`src/rtl/deq_pkg.sv`:
```
// Shared types and constants for the double-ended queue.
// Operation, status and command codes used by the front end, back end, top level and checkers.
// No dependencies.
package deq_pkg;

  localparam int DEFAULT_CAPACITY = 16;
  localparam int VALUE_W = 32;
  localparam int COUNT_OUT_W = 5;

  typedef enum logic [1:0] {
    OP_PUSH_FRONT,
    OP_PUSH_BACK,
    OP_POP_FRONT,
    OP_POP_BACK
  } op_t;

  typedef enum logic [1:0] {
    STATUS_DONE,
    STATUS_EMPTY,
    STATUS_FULL
  } status_t;

  typedef enum logic [2:0] {
    KIND_NONE,
    KIND_PUSH_FRONT,
    KIND_PUSH_BACK,
    KIND_POP_FRONT,
    KIND_POP_BACK
  } kind_t;

  typedef struct packed {
    kind_t   kind;
    logic    was_empty;
    status_t status;
  } ctrl_t;

  localparam int CTRL_W = $bits(ctrl_t);

endpackage

```
`src/rtl/deq_in_if.sv`:
```
// Request channel of the double-ended queue: one operation per transaction.
// Depends on nothing beyond the field widths of the block.
interface deq_in_if;
  logic               valid;
  logic               ready;
  logic [1:0]         op;
  logic signed [31:0] push_value;

  modport source (output valid, output op, output push_value, input ready);
  modport sink (input valid, input op, input push_value, output ready);
endinterface

```
`src/rtl/deq_out_if.sv`:
```
// Result channel of the double-ended queue: one result per transaction.
// Depends on nothing beyond the field widths of the block.
interface deq_out_if;
  logic               valid;
  logic               ready;
  logic signed [31:0] front_value;
  logic signed [31:0] back_value;
  logic [4:0]         entry_count;
  logic [1:0]         status;

  modport source (output valid, output front_value, output back_value,
                  output entry_count, output status, input ready);
  modport sink (input valid, input front_value, input back_value,
                input entry_count, input status, output ready);
endinterface

```
`src/rtl/deq_ram.sv`:
```
// Generic single-write, single-read RAM with a registered read port.
// No dependencies.
module deq_ram #(
  parameter int WIDTH = 32,
  parameter int DEPTH = 16
) (
  input  logic                     clk,
  input  logic                     we,
  input  logic [$clog2(DEPTH)-1:0] waddr,
  input  logic [WIDTH-1:0]         wdata,
  input  logic                     re,
  input  logic [$clog2(DEPTH)-1:0] raddr,
  output logic [WIDTH-1:0]         rdata
);

  logic [WIDTH-1:0] mem [DEPTH];

  always_ff @(posedge clk) begin
    if (we) begin
      mem[waddr] <= wdata;
    end
    if (re) begin
      rdata <= mem[raddr];
    end
  end

endmodule

```
`src/rtl/deq_front.sv`:
```
// Front end of the double-ended queue: accepts operations, tracks the front
// index and the count, and turns each transaction into a command.
// Depends on deq_pkg and deq_in_if.
module deq_front #(
  parameter int CAPACITY = deq_pkg::DEFAULT_CAPACITY
) (
  input  logic                           clk,
  input  logic                           rst,
  deq_in_if.sink                         request,
  output logic                           cmd_valid,
  input  logic                           cmd_ready,
  output deq_pkg::ctrl_t                 cmd_ctrl,
  output logic [$clog2(CAPACITY)-1:0]    cmd_addr,
  output logic [$clog2(CAPACITY+1)-1:0]  cmd_count,
  output logic [deq_pkg::VALUE_W-1:0]    cmd_data
);

  localparam int AW = $clog2(CAPACITY);
  localparam int CW = $clog2(CAPACITY + 1);
  localparam int SW = CW + 1;
  localparam logic [SW-1:0] CAP_S = SW'(CAPACITY);

  logic [AW-1:0] front_index;
  logic [AW-1:0] front_index_next;
  logic [CW-1:0] item_count;
  logic          full;
  logic          empty;
  logic [SW-1:0] offset;
  logic [SW-1:0] sum;
  logic [SW-1:0] wrapped;
  deq_pkg::op_t  op;
  logic          accept;

  assign op        = deq_pkg::op_t'(request.op);
  assign full      = (item_count == CW'(CAPACITY));
  assign empty     = (item_count == '0);
  assign cmd_valid = request.valid;
  assign request.ready = cmd_ready;
  assign accept    = request.valid && cmd_ready;
  assign cmd_data  = request.push_value;

  always_comb begin
    case (op)
      deq_pkg::OP_POP_FRONT: offset = SW'(1);
      deq_pkg::OP_POP_BACK:  offset = SW'(item_count) - SW'(2);
      default:               offset = SW'(item_count);
    endcase
    sum     = SW'(front_index) + offset;
    wrapped = (sum >= CAP_S) ? sum - CAP_S : sum;
  end

  always_comb begin
    front_index_next   = front_index;
    cmd_ctrl.kind      = deq_pkg::KIND_NONE;
    cmd_ctrl.was_empty = empty;
    cmd_ctrl.status    = deq_pkg::STATUS_DONE;
    cmd_addr           = wrapped[AW-1:0];
    cmd_count          = item_count;
    case (op)
      deq_pkg::OP_PUSH_FRONT: begin
        if (full) begin
          cmd_ctrl.status = deq_pkg::STATUS_FULL;
        end else begin
          front_index_next = (front_index == '0) ? AW'(CAPACITY - 1) : front_index - AW'(1);
          cmd_ctrl.kind    = deq_pkg::KIND_PUSH_FRONT;
          cmd_addr         = front_index_next;
          cmd_count        = item_count + CW'(1);
        end
      end
      deq_pkg::OP_PUSH_BACK: begin
        if (full) begin
          cmd_ctrl.status = deq_pkg::STATUS_FULL;
        end else begin
          cmd_ctrl.kind = deq_pkg::KIND_PUSH_BACK;
          cmd_count     = item_count + CW'(1);
        end
      end
      deq_pkg::OP_POP_FRONT: begin
        if (empty) begin
          cmd_ctrl.status = deq_pkg::STATUS_EMPTY;
        end else begin
          front_index_next = wrapped[AW-1:0];
          cmd_ctrl.kind    = deq_pkg::KIND_POP_FRONT;
          cmd_count        = item_count - CW'(1);
        end
      end
      deq_pkg::OP_POP_BACK: begin
        if (empty) begin
          cmd_ctrl.status = deq_pkg::STATUS_EMPTY;
        end else begin
          cmd_ctrl.kind = deq_pkg::KIND_POP_BACK;
          cmd_count     = item_count - CW'(1);
        end
      end
      default: begin
        cmd_ctrl.kind = deq_pkg::KIND_NONE;
      end
    endcase
  end

  always_ff @(posedge clk) begin
    if (rst) begin
      front_index <= '0;
      item_count  <= '0;
    end else if (accept) begin
      front_index <= front_index_next;
      item_count  <= cmd_count;
    end
  end

endmodule

```
`src/rtl/deq_cmd_fifo.sv`:
```
// Two-entry command queue between the front end and the back end.
// No dependencies.
module deq_cmd_fifo #(
  parameter int WIDTH = 8
) (
  input  logic             clk,
  input  logic             rst,
  input  logic             in_valid,
  output logic             in_ready,
  input  logic [WIDTH-1:0] in_data,
  output logic             out_valid,
  input  logic             out_ready,
  output logic [WIDTH-1:0] out_data
);

  logic [WIDTH-1:0] slots [2];
  logic             wr_ptr;
  logic             rd_ptr;
  logic [1:0]       used;
  logic             push;
  logic             pop;

  assign in_ready  = (used != 2'd2);
  assign out_valid = (used != 2'd0);
  assign out_data  = slots[rd_ptr];
  assign push      = in_valid && in_ready;
  assign pop       = out_valid && out_ready;

  always_ff @(posedge clk) begin
    if (push) begin
      slots[wr_ptr] <= in_data;
    end
    if (rst) begin
      wr_ptr <= 1'b0;
      rd_ptr <= 1'b0;
      used   <= 2'd0;
    end else begin
      if (push) begin
        wr_ptr <= ~wr_ptr;
      end
      if (pop) begin
        rd_ptr <= ~rd_ptr;
      end
      if (push && !pop) begin
        used <= used + 2'd1;
      end else if (pop && !push) begin
        used <= used - 2'd1;
      end
    end
  end

endmodule

```
`src/rtl/deq_back.sv`:
```
// Back end of the double-ended queue: carries out commands on the slot store,
// keeps the front and back values and drives the result channel.
// Depends on deq_pkg, deq_out_if and deq_ram.
module deq_back #(
  parameter int CAPACITY = deq_pkg::DEFAULT_CAPACITY
) (
  input  logic                           clk,
  input  logic                           rst,
  input  logic                           cmd_valid,
  output logic                           cmd_ready,
  input  deq_pkg::ctrl_t                 cmd_ctrl,
  input  logic [$clog2(CAPACITY)-1:0]    cmd_addr,
  input  logic [$clog2(CAPACITY+1)-1:0]  cmd_count,
  input  logic [deq_pkg::VALUE_W-1:0]    cmd_data,
  deq_out_if.source                      result
);

  localparam int AW = $clog2(CAPACITY);
  localparam int CW = $clog2(CAPACITY + 1);
  localparam int VW = deq_pkg::VALUE_W;

  typedef enum logic {S_IDLE, S_READ} state_t;

  state_t                state;
  logic [VW-1:0]         front_val;
  logic [VW-1:0]         back_val;
  logic                  pend_front;
  logic [CW-1:0]         pend_count;
  deq_pkg::status_t      pend_status;
  logic                  out_free;
  logic                  take;
  logic                  is_push;
  logic                  need_read;
  logic [VW-1:0]         fv_new;
  logic [VW-1:0]         bv_new;
  logic [VW-1:0]         fv_read;
  logic [VW-1:0]         bv_read;
  logic [VW-1:0]         rdata;
  logic [CW+4:0]         count_direct;
  logic [CW+4:0]         count_read;

  assign out_free  = !result.valid || result.ready;
  assign cmd_ready = (state == S_IDLE) && out_free;
  assign take      = cmd_valid && cmd_ready;
  assign is_push   = (cmd_ctrl.kind == deq_pkg::KIND_PUSH_FRONT) ||
                     (cmd_ctrl.kind == deq_pkg::KIND_PUSH_BACK);
  assign need_read = ((cmd_ctrl.kind == deq_pkg::KIND_POP_FRONT) ||
                      (cmd_ctrl.kind == deq_pkg::KIND_POP_BACK)) && (cmd_count != '0);
  assign count_direct = (CW + 5)'(cmd_count);
  assign count_read   = (CW + 5)'(pend_count);

  deq_ram #(
    .WIDTH (VW),
    .DEPTH (CAPACITY)
  ) u_slot_store (
    .clk   (clk),
    .we    (take && is_push),
    .waddr (cmd_addr),
    .wdata (cmd_data),
    .re    (take && need_read),
    .raddr (cmd_addr),
    .rdata (rdata)
  );

  always_comb begin
    fv_new = front_val;
    bv_new = back_val;
    case (cmd_ctrl.kind)
      deq_pkg::KIND_PUSH_FRONT: begin
        fv_new = cmd_data;
        bv_new = cmd_ctrl.was_empty ? cmd_data : back_val;
      end
      deq_pkg::KIND_PUSH_BACK: begin
        bv_new = cmd_data;
        fv_new = cmd_ctrl.was_empty ? cmd_data : front_val;
      end
      default: begin
        fv_new = front_val;
      end
    endcase
    fv_read = pend_front ? rdata : front_val;
    bv_read = pend_front ? back_val : rdata;
  end

  always_ff @(posedge clk) begin
    if (rst) begin
      state        <= S_IDLE;
      result.valid <= 1'b0;
    end else begin
      case (state)
        S_IDLE: begin
          if (take && !need_read) begin
            front_val          <= fv_new;
            back_val           <= bv_new;
            result.valid       <= 1'b1;
            result.front_value <= (cmd_count == '0) ? '0 : fv_new;
            result.back_value  <= (cmd_count == '0) ? '0 : bv_new;
            result.entry_count <= count_direct[deq_pkg::COUNT_OUT_W-1:0];
            result.status      <= cmd_ctrl.status;
          end else if (result.ready) begin
            result.valid <= 1'b0;
          end
          if (take && need_read) begin
            pend_front  <= (cmd_ctrl.kind == deq_pkg::KIND_POP_FRONT);
            pend_count  <= cmd_count;
            pend_status <= cmd_ctrl.status;
            state       <= S_READ;
          end
        end
        S_READ: begin
          front_val          <= fv_read;
          back_val           <= bv_read;
          result.valid       <= 1'b1;
          result.front_value <= fv_read;
          result.back_value  <= bv_read;
          result.entry_count <= count_read[deq_pkg::COUNT_OUT_W-1:0];
          result.status      <= pend_status;
          state              <= S_IDLE;
        end
        default: begin
          state <= S_IDLE;
        end
      endcase
    end
  end

endmodule

```
`src/rtl/double_ended_queue_top.sv`:
```
// Top level of the bounded double-ended queue of signed 32-bit values.
// Pushes and ignored operations: result registered as the back end takes the command;
// pops that leave the queue non-empty add one registered slot store read (S_READ),
// during which no command is taken. 1 push per cycle while the result channel is ready.
// Reset clears the front index, count, command queue and result valid;
// the slot store is not cleared and needs no clearing pass.
module double_ended_queue_top #(
  parameter int CAPACITY = deq_pkg::DEFAULT_CAPACITY
) (
  input logic       clk,
  input logic       rst,
  deq_in_if.sink    request,
  deq_out_if.source result
);

  localparam int AW = $clog2(CAPACITY);
  localparam int CW = $clog2(CAPACITY + 1);
  localparam int VW = deq_pkg::VALUE_W;
  localparam int FW = deq_pkg::CTRL_W + AW + CW + VW;

  logic                  f_valid;
  logic                  f_ready;
  deq_pkg::ctrl_t        f_ctrl;
  logic [AW-1:0]         f_addr;
  logic [CW-1:0]         f_count;
  logic [VW-1:0]         f_data;
  logic                  b_valid;
  logic                  b_ready;
  deq_pkg::ctrl_t        b_ctrl;
  logic [AW-1:0]         b_addr;
  logic [CW-1:0]         b_count;
  logic [VW-1:0]         b_data;
  logic [FW-1:0]         q_in;
  logic [FW-1:0]         q_out;

  deq_front #(
    .CAPACITY (CAPACITY)
  ) u_front (
    .clk       (clk),
    .rst       (rst),
    .request   (request),
    .cmd_valid (f_valid),
    .cmd_ready (f_ready),
    .cmd_ctrl  (f_ctrl),
    .cmd_addr  (f_addr),
    .cmd_count (f_count),
    .cmd_data  (f_data)
  );

  assign q_in = {f_ctrl, f_addr, f_count, f_data};

  deq_cmd_fifo #(
    .WIDTH (FW)
  ) u_cmd_fifo (
    .clk       (clk),
    .rst       (rst),
    .in_valid  (f_valid),
    .in_ready  (f_ready),
    .in_data   (q_in),
    .out_valid (b_valid),
    .out_ready (b_ready),
    .out_data  (q_out)
  );

  assign {b_ctrl, b_addr, b_count, b_data} = q_out;

  deq_back #(
    .CAPACITY (CAPACITY)
  ) u_back (
    .clk       (clk),
    .rst       (rst),
    .cmd_valid (b_valid),
    .cmd_ready (b_ready),
    .cmd_ctrl  (b_ctrl),
    .cmd_addr  (b_addr),
    .cmd_count (b_count),
    .cmd_data  (b_data),
    .result    (result)
  );

endmodule

```
`src/flat_wrapper.sv`:
```
// flat-port wrapper written by rule: the top's interface ports become plain ports
module double_ended_queue_top_flat 
#(
  parameter int CAPACITY = deq_pkg::DEFAULT_CAPACITY
)
  (clk, rst, request_valid, request_op, request_push_value, request_ready, result_valid, result_front_value, result_back_value, result_entry_count, result_status, result_ready);
  deq_in_if request_i ();
  deq_out_if result_i ();
  input logic clk;
  input logic rst;
  input wire logic [$bits(request_i.valid)-1:0] request_valid;
  input wire logic [$bits(request_i.op)-1:0] request_op;
  input wire logic [$bits(request_i.push_value)-1:0] request_push_value;
  output wire logic [$bits(request_i.ready)-1:0] request_ready;
  output wire logic [$bits(result_i.valid)-1:0] result_valid;
  output wire logic [$bits(result_i.front_value)-1:0] result_front_value;
  output wire logic [$bits(result_i.back_value)-1:0] result_back_value;
  output wire logic [$bits(result_i.entry_count)-1:0] result_entry_count;
  output wire logic [$bits(result_i.status)-1:0] result_status;
  input wire logic [$bits(result_i.ready)-1:0] result_ready;
  assign request_i.valid = request_valid;
  assign request_i.op = request_op;
  assign request_i.push_value = request_push_value;
  assign request_ready = request_i.ready;
  assign result_valid = result_i.valid;
  assign result_front_value = result_i.front_value;
  assign result_back_value = result_i.back_value;
  assign result_entry_count = result_i.entry_count;
  assign result_status = result_i.status;
  assign result_i.ready = result_ready;
  double_ended_queue_top #(.CAPACITY(CAPACITY)) u_core (.clk(clk), .rst(rst), .request(request_i), .result(result_i));
endmodule
```
`config.mk`:
```
export PLATFORM = sky130hd
export DESIGN_NAME = double_ended_queue_top_flat
export DESIGN_NICKNAME = d
export VERILOG_FILES = /design/src/rtl/deq_pkg.sv /design/src/rtl/deq_in_if.sv /design/src/rtl/deq_out_if.sv /design/src/rtl/deq_ram.sv /design/src/rtl/deq_front.sv /design/src/rtl/deq_cmd_fifo.sv /design/src/rtl/deq_back.sv /design/src/rtl/double_ended_queue_top.sv /design/src/flat_wrapper.sv
export SDC_FILE = /design/constraint.sdc
export NUM_CORES = 1
export LEC_CHECK = 0
export ABC_AREA = 0
export BUFFER_PORTS_ARGS = -buffer_cell sky130_fd_sc_hd__buf_2
export CAP_MARGIN = 25
export CORE_ASPECT_RATIO = 0.75
export CORE_UTILIZATION = 51
export DETAILED_ROUTE_END_ITERATION = 8
export GPL_ROUTABILITY_DRIVEN = 0
export PLACE_DENSITY = 0.68
export SLEW_MARGIN = 20
export SYNTH_ARGS = -nofsm -noshare
export SYNTH_HDL_FRONTEND = slang
export SYNTH_SLANG_ARGS = --single-unit
```
`constraint.sdc`:
```
create_clock -name clk -period 13.6 [get_ports clk]
set_input_delay 1.36 -clock clk [delete_from_list [all_inputs] [get_ports clk]]
set_output_delay 1.36 -clock clk [all_outputs]
set_load 0.03 [all_outputs]
```
=== After elaboration in Yosys (flattened, before gate mapping) ===
Memories as Yosys holds them, arrays and structs flattened. A register that Yosys moved wholly into a read port is not among the register bits.
Index checks and enable logic that the tools add are counted.

* Bits in registers: 158
* Bits in writable memories: 606
* Input bits: 38
* Output and inout port bits: 73
* Word-level logic and storage cells: 125
* Memories kept: 2

{| class="wikitable"
|+ Memories
! memory !! words !! width !! read ports !! clocked after memory_dff !! wr ports !! line !! text
|-
| u_core.u_back.u_slot_store.mem || 16 || 32 || 1 || 1 || 1 || deq_ram.sv:16 || <nowiki>logic [WIDTH-1:0] mem [DEPTH];</nowiki>
|-
| u_core.u_cmd_fifo.slots || 2 || 47 || 1 || 1 || 1 || deq_cmd_fifo.sv:16 || <nowiki>logic [WIDTH-1:0] slots [2];</nowiki>
|}

* $add $sub $neg: 8
* Order comparisons: 1
* Equal/unequal tests: 13
* Mux-type cells: 52
* Bitwise gates (word level): 4
* Reduce and logical (&&, ||, !) cells: 29

{| class="wikitable"
|+ Operators with widths
! operator !! count
|-
| 32-bit case mux with 2 select lines || 6
|-
| 32-bit 2-to-1 mux || 10
|-
| 4-bit 2-to-1 mux || 6
|-
| 5-bit case mux with 2 select lines || 2
|-
| 5-bit 2-to-1 mux || 3
|-
| 2-bit 2-to-1 mux || 6
|-
| 3-bit case mux with 4 select lines || 1
|-
| 6-bit case mux with 2 select lines || 1
|-
| 1-bit 2-to-1 mux || 11
|-
| 5-bit logical NOT || 2
|-
| 1-bit logical AND || 9
|-
| 2-bit case mux with 2 select lines || 2
|-
| 4-bit case mux with 2 select lines || 1
|-
| 4-bit by 1-bit subtractor with 4-bit output, second input constant || 2
|-
| 4-bit by 6-bit adder with 6-bit output || 1
|-
| 3-bit by 2-bit equality test with 1-bit output, second input constant || 2
|-
| 6-bit by 5-bit greater-or-equal comparator with 1-bit output, second input constant || 1
|-
| 2-bit != test, second input constant || 3
|-
| 2-bit nonzero test || 3
|-
| 5-bit by 2-bit subtractor with 6-bit output, second input constant || 1
|-
| 5-bit by 1-bit adder with 5-bit output, second input constant || 1
|-
| 5-bit equality test, second input constant || 1
|-
| 5-bit nonzero test || 1
|-
| 5-bit by 1-bit subtractor with 5-bit output, second input constant || 1
|-
| other kinds (19) || 30
|}

=== Depth between registers and ports, before layout ===
Gate-level depths: netlist of the first run.

* Depth after elaboration: 7
* Mapped depth: 10
* Gate-level depth less buffers: 8

=== Modules after synthesis ===
Synthesis of the first run repeated with hierarchy kept, for this count alone.

* Cells, all modules: 1,706
* Area total of the unflattened synthesis: 32,129.6 sq um

{| class="wikitable"
|+ Modules (own cells, without submodules)
! module !! times used !! cells an instance !! area an instance (sq um) !! seq. area each (sq um)
|-
| deq_ram || 1 || 838 || 20,155.6 || 16,335.7
|-
| deq_back || 1 || 530 || 7,046.8 || 4,334.2
|-
| deq_cmd_fifo || 1 || 170 || 3,618.5 || 2,922.8
|-
| deq_front || 1 || 168 || 1,308.8 || 180.2
|}

=== Worst setup path before layout of the first run ===
No wires, ideal clock.

* Path kind: in2reg
* From: in result_ready
* To: reg u_core.u_back.back_val[0], enable pin
* Library setup time: 0.829 ns
* Arrival time: 11.770 ns
* Data required time: 12.771 ns
* Setup slack: 1.000 ns
* Stages: 4
* Buffers on the path: 0
* Cells stage by stage: nor2b_1 > nor3_1 > nor2_1 > a211oi_1

* Longest elaborated chain between the ends: 6

{| class="wikitable"
|+ Ends and longest elaborated chain
! element !! line !! text
|-
| start, declared || flat_wrapper.sv:20 || <nowiki>input wire logic [$bits(result_i.ready)-1:0] result_ready;</nowiki>
|-
| 1-bit logical OR || deq_back.sv:42 || <nowiki>assign out_free = !result.valid || result.ready;</nowiki>
|-
| 1-bit logical AND || deq_back.sv:43 || <nowiki>assign cmd_ready = (state == S_IDLE) && out_free;</nowiki>
|-
| 1-bit logical AND || deq_back.sv:44 || <nowiki>assign take = cmd_valid && cmd_ready;</nowiki>
|-
| 1-bit logical AND || deq_back.sv:92 || <nowiki>if (take && !need_read) begin</nowiki>
|-
| 2-bit by 1-bit != test with 1-bit output (no source line) || -- ||
|-
| 2-bit AND reduction (no source line) || -- ||
|-
| end signal, assigned || deq_back.sv:94 || <nowiki>back_val <= bv_new;</nowiki>
|-
| end signal, assigned || deq_back.sv:112 || <nowiki>back_val <= bv_read;</nowiki>
|-
| end, declared || deq_back.sv:26 || <nowiki>logic [VW-1:0] back_val;</nowiki>
|}

No other way between the ends.
A chain may end at the register's enable or synchronous reset.

==> impl_metrics.ini, run 1 <==
[status]
status = finished clean

[placed_design]
port_buffers = 110
dp_cells = 2770
hpwl_um = 46700

[yosys]
synth_area_um2 = 32200
avgSynthCellArea_um2 = 16.8
synth_edf_count = 781
synth_commonest_cells = 781 x edfxtp_1, 209 x mux2i_1, 128 x a22oi_1, 110 x a221o_1, 90 x nor2b_1
ys_ff_latch = 797
synth_most_common_cell = edfxtp_1
yosys-top-cells-area = edfxtp_1 73%, mux2i_1 6.5%, a221o_1 3.4%
synthCells = 1919
yosysUniqueCellTypes = 63
yosysSeqAreaShare_pct = 73.7
yosysTopAreaCell = edfxtp_1
async_flop_share_pct = 0
synth_top_area_share_pct = 72.7
yosys_most_used_dff = edfxtp_1
yosys_warnings = 0
synthesis.nets = 1969

[sta]
fin_tns_setup_ns = 0
finalCriticalPeriod_ns = 4.14
setup_viol = 0
rsz0062_at_grt = false
drv_slew = 0
post-route-period-util_pct = 30.4
fin_skew_ns = 0.0222
slew_headroom_pct = 29.3
final_hold_viol_count = 0
fmax_mhz = 241
tightest_slew_ns = 1.06

[critical_path]
end_kind = flip-flop
ff2ff_path_depth = 8
r2r_slack_ns = 9.46
cp.required_ns = 13.83
cp.arrival_ns = 4.37
start_kind = flip-flop
critPathCapture = u_core.u_back.back_val[20]$_DFFE_PP_
crit_path_max_fanout = 76
crit_type = flip-flop to flip-flop
r2r-end = u_core.u_back.back_val[20]$_DFFE_PP_

[final_layout]
antennaDiodeCount = 0
nets = 2085
area_growth_pct = 12.1
seqCellArea_um2 = 23800
layout-drive-gt1-share_pct = 17.2
fin_cells = 2900
multi_input_area_um2 = 7990
fill_cells = 4644

[grt]
grt_overflow = 0
antenna_found_initial = 1
grt_first_pass_wirelength_um = 115000
grt_max_degree = 91
grt_pass1_vias = 18000
track_usage_pct = 24.2

[routing]
wl_per_cell_um = 27.0
num_vias = 18500
wl_um = 78400
firstDrtPassIters = 5
drt_iter0_drc = 1998
vias_per_cell = 6.39
drc = 0
drtAntennaViolNets = 0

[clock_network]
cts_buffers = 72
clock_path_buffers = 3
cts.htree.levels = 3
postCtsSetupRepairBufs = 0
clock-sinks = 797
cts_root_buf = clkbuf_16
clk-insertion-delay-late_ns = 0.62
clk_pin_slew_ns = 0.06
cts_resized = 0
holdBufCountCts = 0
cts_tree = yes

[job]
drv_cap = 0

[min_path]
holdCritPathClass = flip-flop to flip-flop

[pwr]
peakVddDrop_mv = 0.153
powerDensity_nw_per_um2 = 216
leakage_nw = 12.2

[floorplan]
die_x_um = 292
rows = 79
die-area_um2 = 64200
die_y_um = 220
io_pins = 111
design.core.area_um2 = 62300
start_util_pct = 51.8
[sequential cells by signal, summed over array words and instances, names as in the netlist, 4 cells and up, named ones only]
name                              flops
u_core.u_back.back_val               32
u_core.u_back.front_val              32
u_core.u_back.pend_count              5
u_core.u_back.result.back_value      32
u_core.u_back.result.entry_count      5
u_core.u_back.result.front_value     32
u_core.u_back.u_slot_store.mem      512
u_core.u_back.u_slot_store.rdata     32
u_core.u_cmd_fifo.slots              94
u_core.u_front.front_index            4
u_core.u_front.item_count             5
[how the worst min path moves through the flow]
stage	start	end	slack [ns]	cells after the start
2_1_floorplan	u_core.u_cmd_fifo.used[1]$_SDFFE_PP0P_	u_core.u_cmd_fifo.used[1]$_SDFFE_PP0P_	0.47	2
3_3_place_gp	u_core.u_cmd_fifo.used[1]$_SDFFE_PP0P_	u_core.u_cmd_fifo.used[1]$_SDFFE_PP0P_	0.48	2
3_5_place_dp	u_core.u_cmd_fifo.used[1]$_SDFFE_PP0P_	u_core.u_cmd_fifo.used[1]$_SDFFE_PP0P_	0.50	2
4_1_cts	u_core.u_cmd_fifo.used[1]$_SDFFE_PP0P_	u_core.u_cmd_fifo.used[1]$_SDFFE_PP0P_	0.51	2
5_1_grt	u_core.u_back.pend_count[3]$_DFFE_PP_	u_core.u_back.result.entry_count[3]$_DFFE_PP_	0.57	1
6_report	u_core.u_cmd_fifo.used[1]$_SDFFE_PP0P_	u_core.u_cmd_fifo.used[1]$_SDFFE_PP0P_	0.51	2
[critical path, cell delays in order, from the launching register on]
cell	delay [ns]
dfxtp_2	0.33
buf_4	0.71
or4b_1	0.51
nor3_1	0.40
or2_1	0.17
buf_4	0.33
nor2_1	0.12
a211oi_4	0.26
buf_4	0.83
[layer usage]
metal | share of wire, % | track usage, %
met1 | 44 | 34.6
met2 | 46 | 37.7
met3 | 7.1 | 4.49
met4 | 2.9 | 8.03
met5 | 0 | 0
[cell families after synthesis]
logic type,after synthesis,synth area share (%)
DFF,797,73.7
AOI/OAI and AO/OA,442,10.6
and+or+nand+nor,261,4.65
muxes,257,8.19
buffers and inverters,141,2.10
adders and majority gates,12,0.489
xor gates and xnor gates,9,0.245
[metrics by stage]
step           power, W  setup WS [ns]  util [%]  hold WS [ns]  area (um2)
2_1_floorplan   0.00510           1.00         -         0.472       32200
3_3_place_gp    0.00575           9.28      54.2         0.484       33800
3_5_place_dp    0.00583           9.34      54.3         0.503       33800
4_1_cts         0.00780           9.50      58.0         0.512       36100
5_1_grt         0.00807           9.31      58.0         0.572       36100
6_report        0.00779           9.46      58.0         0.514       36100
[power by group]
group	internal (W)	switching, W
clock	0.00109	0.000905
sequential	0.00330	0.000157
combinational	0.000778	0.00156
total	0.00517	0.00262
[placed cells by master (no fill, tap or decap), types with 33 or more instances in the layout]
master     instances
buf_4             49
nor2_1            33
or4_1             33
clkbuf_16         72
a221o_1          110
a21oi_1           80
edfxtp_1         781
mux2_2            46
a22oi_1          128
o22ai_1           65
mux2i_1          208
nor2b_1           90
buf_2            110
[layout make-up]
cell class / count / area share (%)
Clock inverter: 44 / 1.21
Tap cell: 810 / 2.81
Sequential cell: 797 / 65.8
Inverter: 21 / 0.218
Timing Repair Buffer: 162 / 2.73
Clock buffer: 85 / 5.12
Multi-Input combinational cell: 981 / 22.1
Power figures use the tool's default switching activity.
==> inputs of run 2 (changes only) <==
- ABC_AREA: 0 -> 1
- PLACE_DENSITY: 0.68 -> 0.67
- clock period: 13.6 -> 4.21 ns (I/O delays scaled with it)
==> run 2 against run 1 <==
Effect of this change:
- flip-flop and latch count unchanged
- count of clock-buffer cells in the layout grew 7
- combinational power grew to 5.0 times the previous value
- register-to-register slack got worse by 8.6 ns
- global-route usage rose by 2.3 points
- sequential share of layout area decreased by 6.4 points
- first-iteration DRC count is 55% higher
- non-clock buffer count increased by 50
- critical endpoint is now u_core.u_back.u_slot_store.mem[12][16]$_DFFE_PP_
==> impl_metrics.ini, run 2 <==
[critical_path]
r2r-end = u_core.u_back.u_slot_store.mem[12][16]$_DFFE_PP_
ff2ff_path_depth = 8
cp.arrival_ns = 3.66
r2r_slack_ns = 0.83
start_kind = flip-flop
end_kind = flip-flop
crit_type = flip-flop to flip-flop
cp.required_ns = 4.48
crit_path_max_fanout = 30

[yosys]
ys_ff_latch = 797
synthCells = 3658
synthesis.nets = 3708
synth_area_um2 = 35600
yosysUniqueCellTypes = 30
synth_top_area_share_pct = 65.9
avgSynthCellArea_um2 = 9.72
async_flop_share_pct = 0
synth_commonest_cells = 1980 x nand2_1, 781 x edfxtp_1, 281 x nand3_1, 139 x inv_1, 87 x buf_2
yosysSeqAreaShare_pct = 66.8
yosysTopAreaCell = edfxtp_1
yosys_most_used_dff = edfxtp_1
yosys-top-cells-area = edfxtp_1 66%, nand2_1 21%, nand3_1 4.0%
yosys_warnings = 0
synth_edf_count = 781
synth_most_common_cell = nand2_1

[sta]
tightest_slew_ns = 1.13
final_hold_viol_count = 0
fmax_mhz = 296
worst_slack_ns = 0.827
fin_tns_setup_ns = 0
finalCriticalPeriod_ns = 3.38
drv_slew = 0
setup_viol = 0
post-route-period-util_pct = 80.4
slew_headroom_pct = 24.4
fin_skew_ns = 0.0184
rsz0062_at_grt = false

[clock_network]
cts_root_buf = clkbuf_16
cts_tree = yes
cts_buffers = 76
clock-sinks = 797
clk_pin_slew_ns = 0.06
clock_path_buffers = 3
clk-insertion-delay-late_ns = 0.63
cts_resized = 0
cts.htree.levels = 3

[grt]
antenna_found_initial = 2
grt_first_pass_wirelength_um = 141000
grt_pass1_vias = 23100
track_usage_pct = 26.6
grt_overflow = 0
grt_max_degree = 205

[routing]
firstDrtPassIters = 6
drtAntennaViolNets = 0
num_vias = 25500
drt_iter0_drc = 3093
wl_um = 94200
drc = 0
wl_per_cell_um = 19.8
vias_per_cell = 5.38

[min_path]
holdCritPathClass = primary input to flip-flop
holdPathStages = 2
min_from = rst
hold_path_end = u_core.u_back.state$_SDFF_PP0_

[placed_design]
hpwl_um = 54400
preCtsSetupSlack_ns = 0.871
port_buffers = 110

[floorplan]
die_y_um = 231
die_x_um = 307
io_pins = 111
design.core.area_um2 = 68700
start_util_pct = 51.7
rows = 83
die-area_um2 = 70800

[final_layout]
antennaDiodeCount = 0
final_common_cell = nand2_1
largest_reg_flops = 512
nets = 3804
fill_cells = 5726
area_growth_pct = 12.4
regMostFlops = u_core.u_back.u_slot_store.mem
reg.largest.list = u_core.u_back.u_slot_store.mem: 512 flops, u_core.u_cmd_fifo.slots: 94 flops
mostFrequentLayoutCells = 1976 x nand2_1, 781 x edfxtp_1, 278 x nand3_1
layout-drive-gt1-share_pct = 8.81

[pwr]
sw_frac_of_total_pct = 40.7
clkPwrFrac_pct = 22.8
power.switching_w = 0.0123
leakage_nw = 17.1
peakVddDrop_mv = 0.550
p_comb_share_pct = 39.1
seq_power_share_pct = 38.1
p_int_w = 0.0179
powerDensity_nw_per_um2 = 756
fin_total_pwr_w = 0.0302

[status]
status = finished clean

[job]
drv_cap = 0
## run 2: changes by cell type after synthesis, sizes merged, moves of 90 or more
cell	delta
mux2i	-210
inv	+126
a22oi	-129
nor2b	-90
nand2	+1958
nand3	+281
a221o	-110
## run 2: area by class of cell
type	instances	area (um2)	area share (%)
multi-input combinational	2519	10500	26.2
clock buffer	92	2030	5.07
timing repair buffer	212	1570	3.92
sequential	797	23800	59.5
inverter	148	563	1.41
tap	935	1170	2.93
clock inverter	45	415	1.04
## run 2: power by group through the flow
| stage | Clock (W) | Combinational, W | Sequential, W |
|---|---|---|---|
| CTS | 0.00697 | 0.0117 | 0.0115 |
| global placement | 0 | 0.0115 | 0.0117 |
| global route | 0.00724 | 0.0130 | 0.0116 |
| detailed placement | 0 | 0.0116 | 0.0117 |
| finish | 0.00689 | 0.0118 | 0.0115 |
| floorplan | 0 | 0.00729 | 0.0121 |
## run 2: timing repair
item                                   in CTS  in global routing
endpoints found under the hold margin      62                  1
hold buffers                               31                  1
setup buffers                               0                  0
setup endpoints to repair                   0                  0
## run 2: metrics by stage
stage	std cells	area, um2	utilization [%]	hold slack, ns
after global placement	4575	37200	54.0	0.425
after detailed placement	4578	37200	54.1	0.444
after global routing	4748	40000	58.2	0.153
after floorplan	3658	35600	-	0.426
after CTS	4746	40000	58.1	0.00618
final	4748	40000	58.2	0.157
## run 2: routing by layer
layer  vias up  wire [um]  share of wire, %  GRT usage (%)
met4         0       2720               2.9           8.20
met1     12100      41600                44           39.7
met5         -          0                 0              0
li1      12200          -                 -              -
met2      1095      40500                43           38.2
met3       151       9410                10           6.49
## run 2: how the worst max path moves through the flow
stage,depth (start not counted),endpoint,slack (ns)
6_report,8,u_core.u_back.u_slot_store.mem[12][16]$_DFFE_PP_,0.83
5_1_grt,8,u_core.u_back.u_slot_store.mem[12][28]$_DFFE_PP_,0.67
4_1_cts,8,u_core.u_back.u_slot_store.mem[12][28]$_DFFE_PP_,0.82
3_5_place_dp,8,u_core.u_back.u_slot_store.mem[12][1]$_DFFE_PP_,0.87
3_3_place_gp,8,u_core.u_back.u_slot_store.mem[12][1]$_DFFE_PP_,1.0
2_1_floorplan,9,u_core.u_back.back_val[0]$_DFFE_PP_,0.21
## run 2: cells by family after synthesis
| group | synth area share, % |
|---|---|
| xor gates and xnor gates | 0.148 |
| DFF | 66.8 |
| buffers and inverters | 4.31 |
| adders and majority gates | 0.443 |
| AOI/OAI and AO/OA | 2.55 |
| and+or+nand+nor | 25.7 |
## run 2: worst max-delay path, cell delays in order (launching register included)
cell and delay [ns]:
dfxtp_2 0.33, inv_2 0.41, nand2_1 0.14, nand2_2 0.19
nand3_2 0.11, a21oi_2 0.30, nand3_1 0.38, nor2_4 0.63
buf_4 0.51
==> inputs of run 3 (changes only) <==
- PLACE_DENSITY: 0.67 -> 0.7
- clock period: 4.21 -> 2.8 ns (I/O delays scaled with it)
==> run 3 against run 2 <==
Effect of this change:
- global-route usage down 0.86 points
- highest routed layer unchanged
- worst hold slack worse by 0.051 ns
- via count up 1.2%
- register-to-register slack worse by 0.71 ns
- critical path type unchanged
- largest power group unchanged
- flip-flop and latch count unchanged
- critical path depth unchanged
- clock power up 43%
==> impl_metrics.ini, run 3 (synthesis results as in run 2) <==
[critical_path]
crit_path_max_fanout = 20
slowest_delay_ns = 0.42
crit_type = flip-flop to flip-flop
end_kind = flip-flop
crit_top_cell = buf_4
cp.required_ns = 3.09
critPathTopFamily = simple AND/OR/NAND/NOR gates
crit_buf_inv = 2
crit_chain = buf_4 -> nand2_1 -> nand2_2 -> nand3_2 -> a21oi_2 -> nand3_1 -> nor2_4 -> buf_4
cp.arrival_ns = 2.98
start_kind = flip-flop
critPathSlowestCell = nand3_1

[routing]
wl_per_cell_um = 18.7
num_vias = 25800
wl_um = 89700
drtAntennaViolNets = 0
firstDrtPassIters = 5
drc = 0
vias_per_cell = 5.39
drt_iter0_drc = 3174

[clock_network]
clk-insertion-delay-late_ns = 0.63
cts_buffers = 75
cts_tree = yes
cts_root_buf = clkbuf_16
clock_path_buffers = 3
clock-sinks = 797
postCtsSetupRepairBufs = 0
clk_pin_slew_ns = 0.06
cts.htree.levels = 3

[sta]
fin_skew_ns = 0.0180
rsz0062_at_grt = false
fin_tns_setup_ns = 0
fmax_mhz = 372
final_hold_viol_count = 0
finalCriticalPeriod_ns = 2.69
tightest_slew_ns = 0.897
drv_slew = 0
post-route-period-util_pct = 96.0
setup_viol = 0
slew_headroom_pct = 40.0

[grt]
antenna_found_initial = 0
grt_pass1_vias = 23900
track_usage_pct = 25.7
grt_overflow = 0
grt_first_pass_wirelength_um = 139000
grt_max_degree = 83

[placed_design]
dp_cells = 4630
port_buffers = 110
hpwl_um = 54800

[final_layout]
regMostFlops = u_core.u_back.u_slot_store.mem
fin_cells = 4797
final_common_cell = nand2_1
reg.largest.list = u_core.u_back.u_slot_store.mem: 512 flops, u_core.u_cmd_fifo.slots: 94 flops
nets = 3855
largest_reg_flops = 512
area_growth_pct = 13.6
mostFrequentLayoutCells = 1974 x nand2_1, 781 x edfxtp_1, 278 x nand3_1
antennaDiodeCount = 0
layout-drive-gt1-share_pct = 9.99
utilization_pct = 58.8

[pwr]
seq_power_share_pct = 38.4
powerDensity_nw_per_um2 = 1120
fin_total_pwr_w = 0.0451
peakVddDrop_mv = 0.581
clkPwrFrac_pct = 21.8
p_int_w = 0.0270
sw_frac_of_total_pct = 40.2
power.switching_w = 0.0181
p_comb_share_pct = 39.7
leakage_nw = 17.4

[floorplan]
rows = 83
die_x_um = 307
start_util_pct = 51.7
die-area_um2 = 70800
io_pins = 111
design.core.area_um2 = 68700
die_y_um = 231

[min_path]
holdCritPathClass = primary input to flip-flop

[status]
status = finished clean

[job]
drv_cap = 0
run 3: cell count changes in the layout (fill, tap and decap cells not counted), sizes merged:
cell,delta
buf,+51
bufinv,-5
clkbuf,+10
clkinv,-6
clkinvlp,-3
dlygate4sd3,+1
inv,+1
run 3: area by class of cell:
type                       count  area [um2]
multi-input combinational   2519       10500
timing repair buffer         264        2100
sequential                   797       23800
clock inverter                32         226
fill                        5629       28300
clock buffer                 102        2090
inverter                     148         563
tap                          935        1170
run 3: metal layers:
metal	global-route usage [%]	wire, um
met5	0	0
met4	7.84	2510
met3	4.27	8210
met2	38.5	39500
met1	38.4	39500
run 3: stage by stage:
step	setup slack, ns	hold WS (ns)	instance area, um2
floorplan	-1.08	0.379	35600
global placement	0.236	0.434	37800
detailed placement	0.159	0.452	37800
CTS	0.121	0.0661	40400
global route	0.0401	0.129	40400
finish	0.112	0.106	40400
run 3: final timing paths:
check | startpoint | endpoint | slack (ns) | depth (start not counted)
setup / recovery | flip-flop | u_core.u_back.u_slot_store.mem[8][10]$_DFFE_PP_ | 0.11 | 8
hold / removal | request_op[1] | u_core.u_cmd_fifo.slots[0][42]$_DFFE_PP_ | 0.11 | 2
setup reg to reg | flip-flop | u_core.u_back.u_slot_store.mem[8][10]$_DFFE_PP_ | 0.11 | 8
hold reg to reg | u_core.u_cmd_fifo.rd_ptr$_SDFFE_PP0P_ | u_core.u_cmd_fifo.rd_ptr$_SDFFE_PP0P_ | 0.47 | 1
run 3: power groups by stage:
| stage | clock (W) | combinational, W | sequential (W) |
|---|---|---|---|
| after floorplan | 0 | 0.0110 | 0.0183 |
| after global placement | 0 | 0.0174 | 0.0175 |
| after detailed placement | 0 | 0.0177 | 0.0176 |
| after CTS | 0.00997 | 0.0178 | 0.0173 |
| after global routing | 0.0104 | 0.0200 | 0.0174 |
| final | 0.00985 | 0.0179 | 0.0173 |
run 3: what timing repair did:
item	in CTS	in global routing
gates resized for setup	0	0
hold buffers	33	0
hold endpoints to repair	65	0
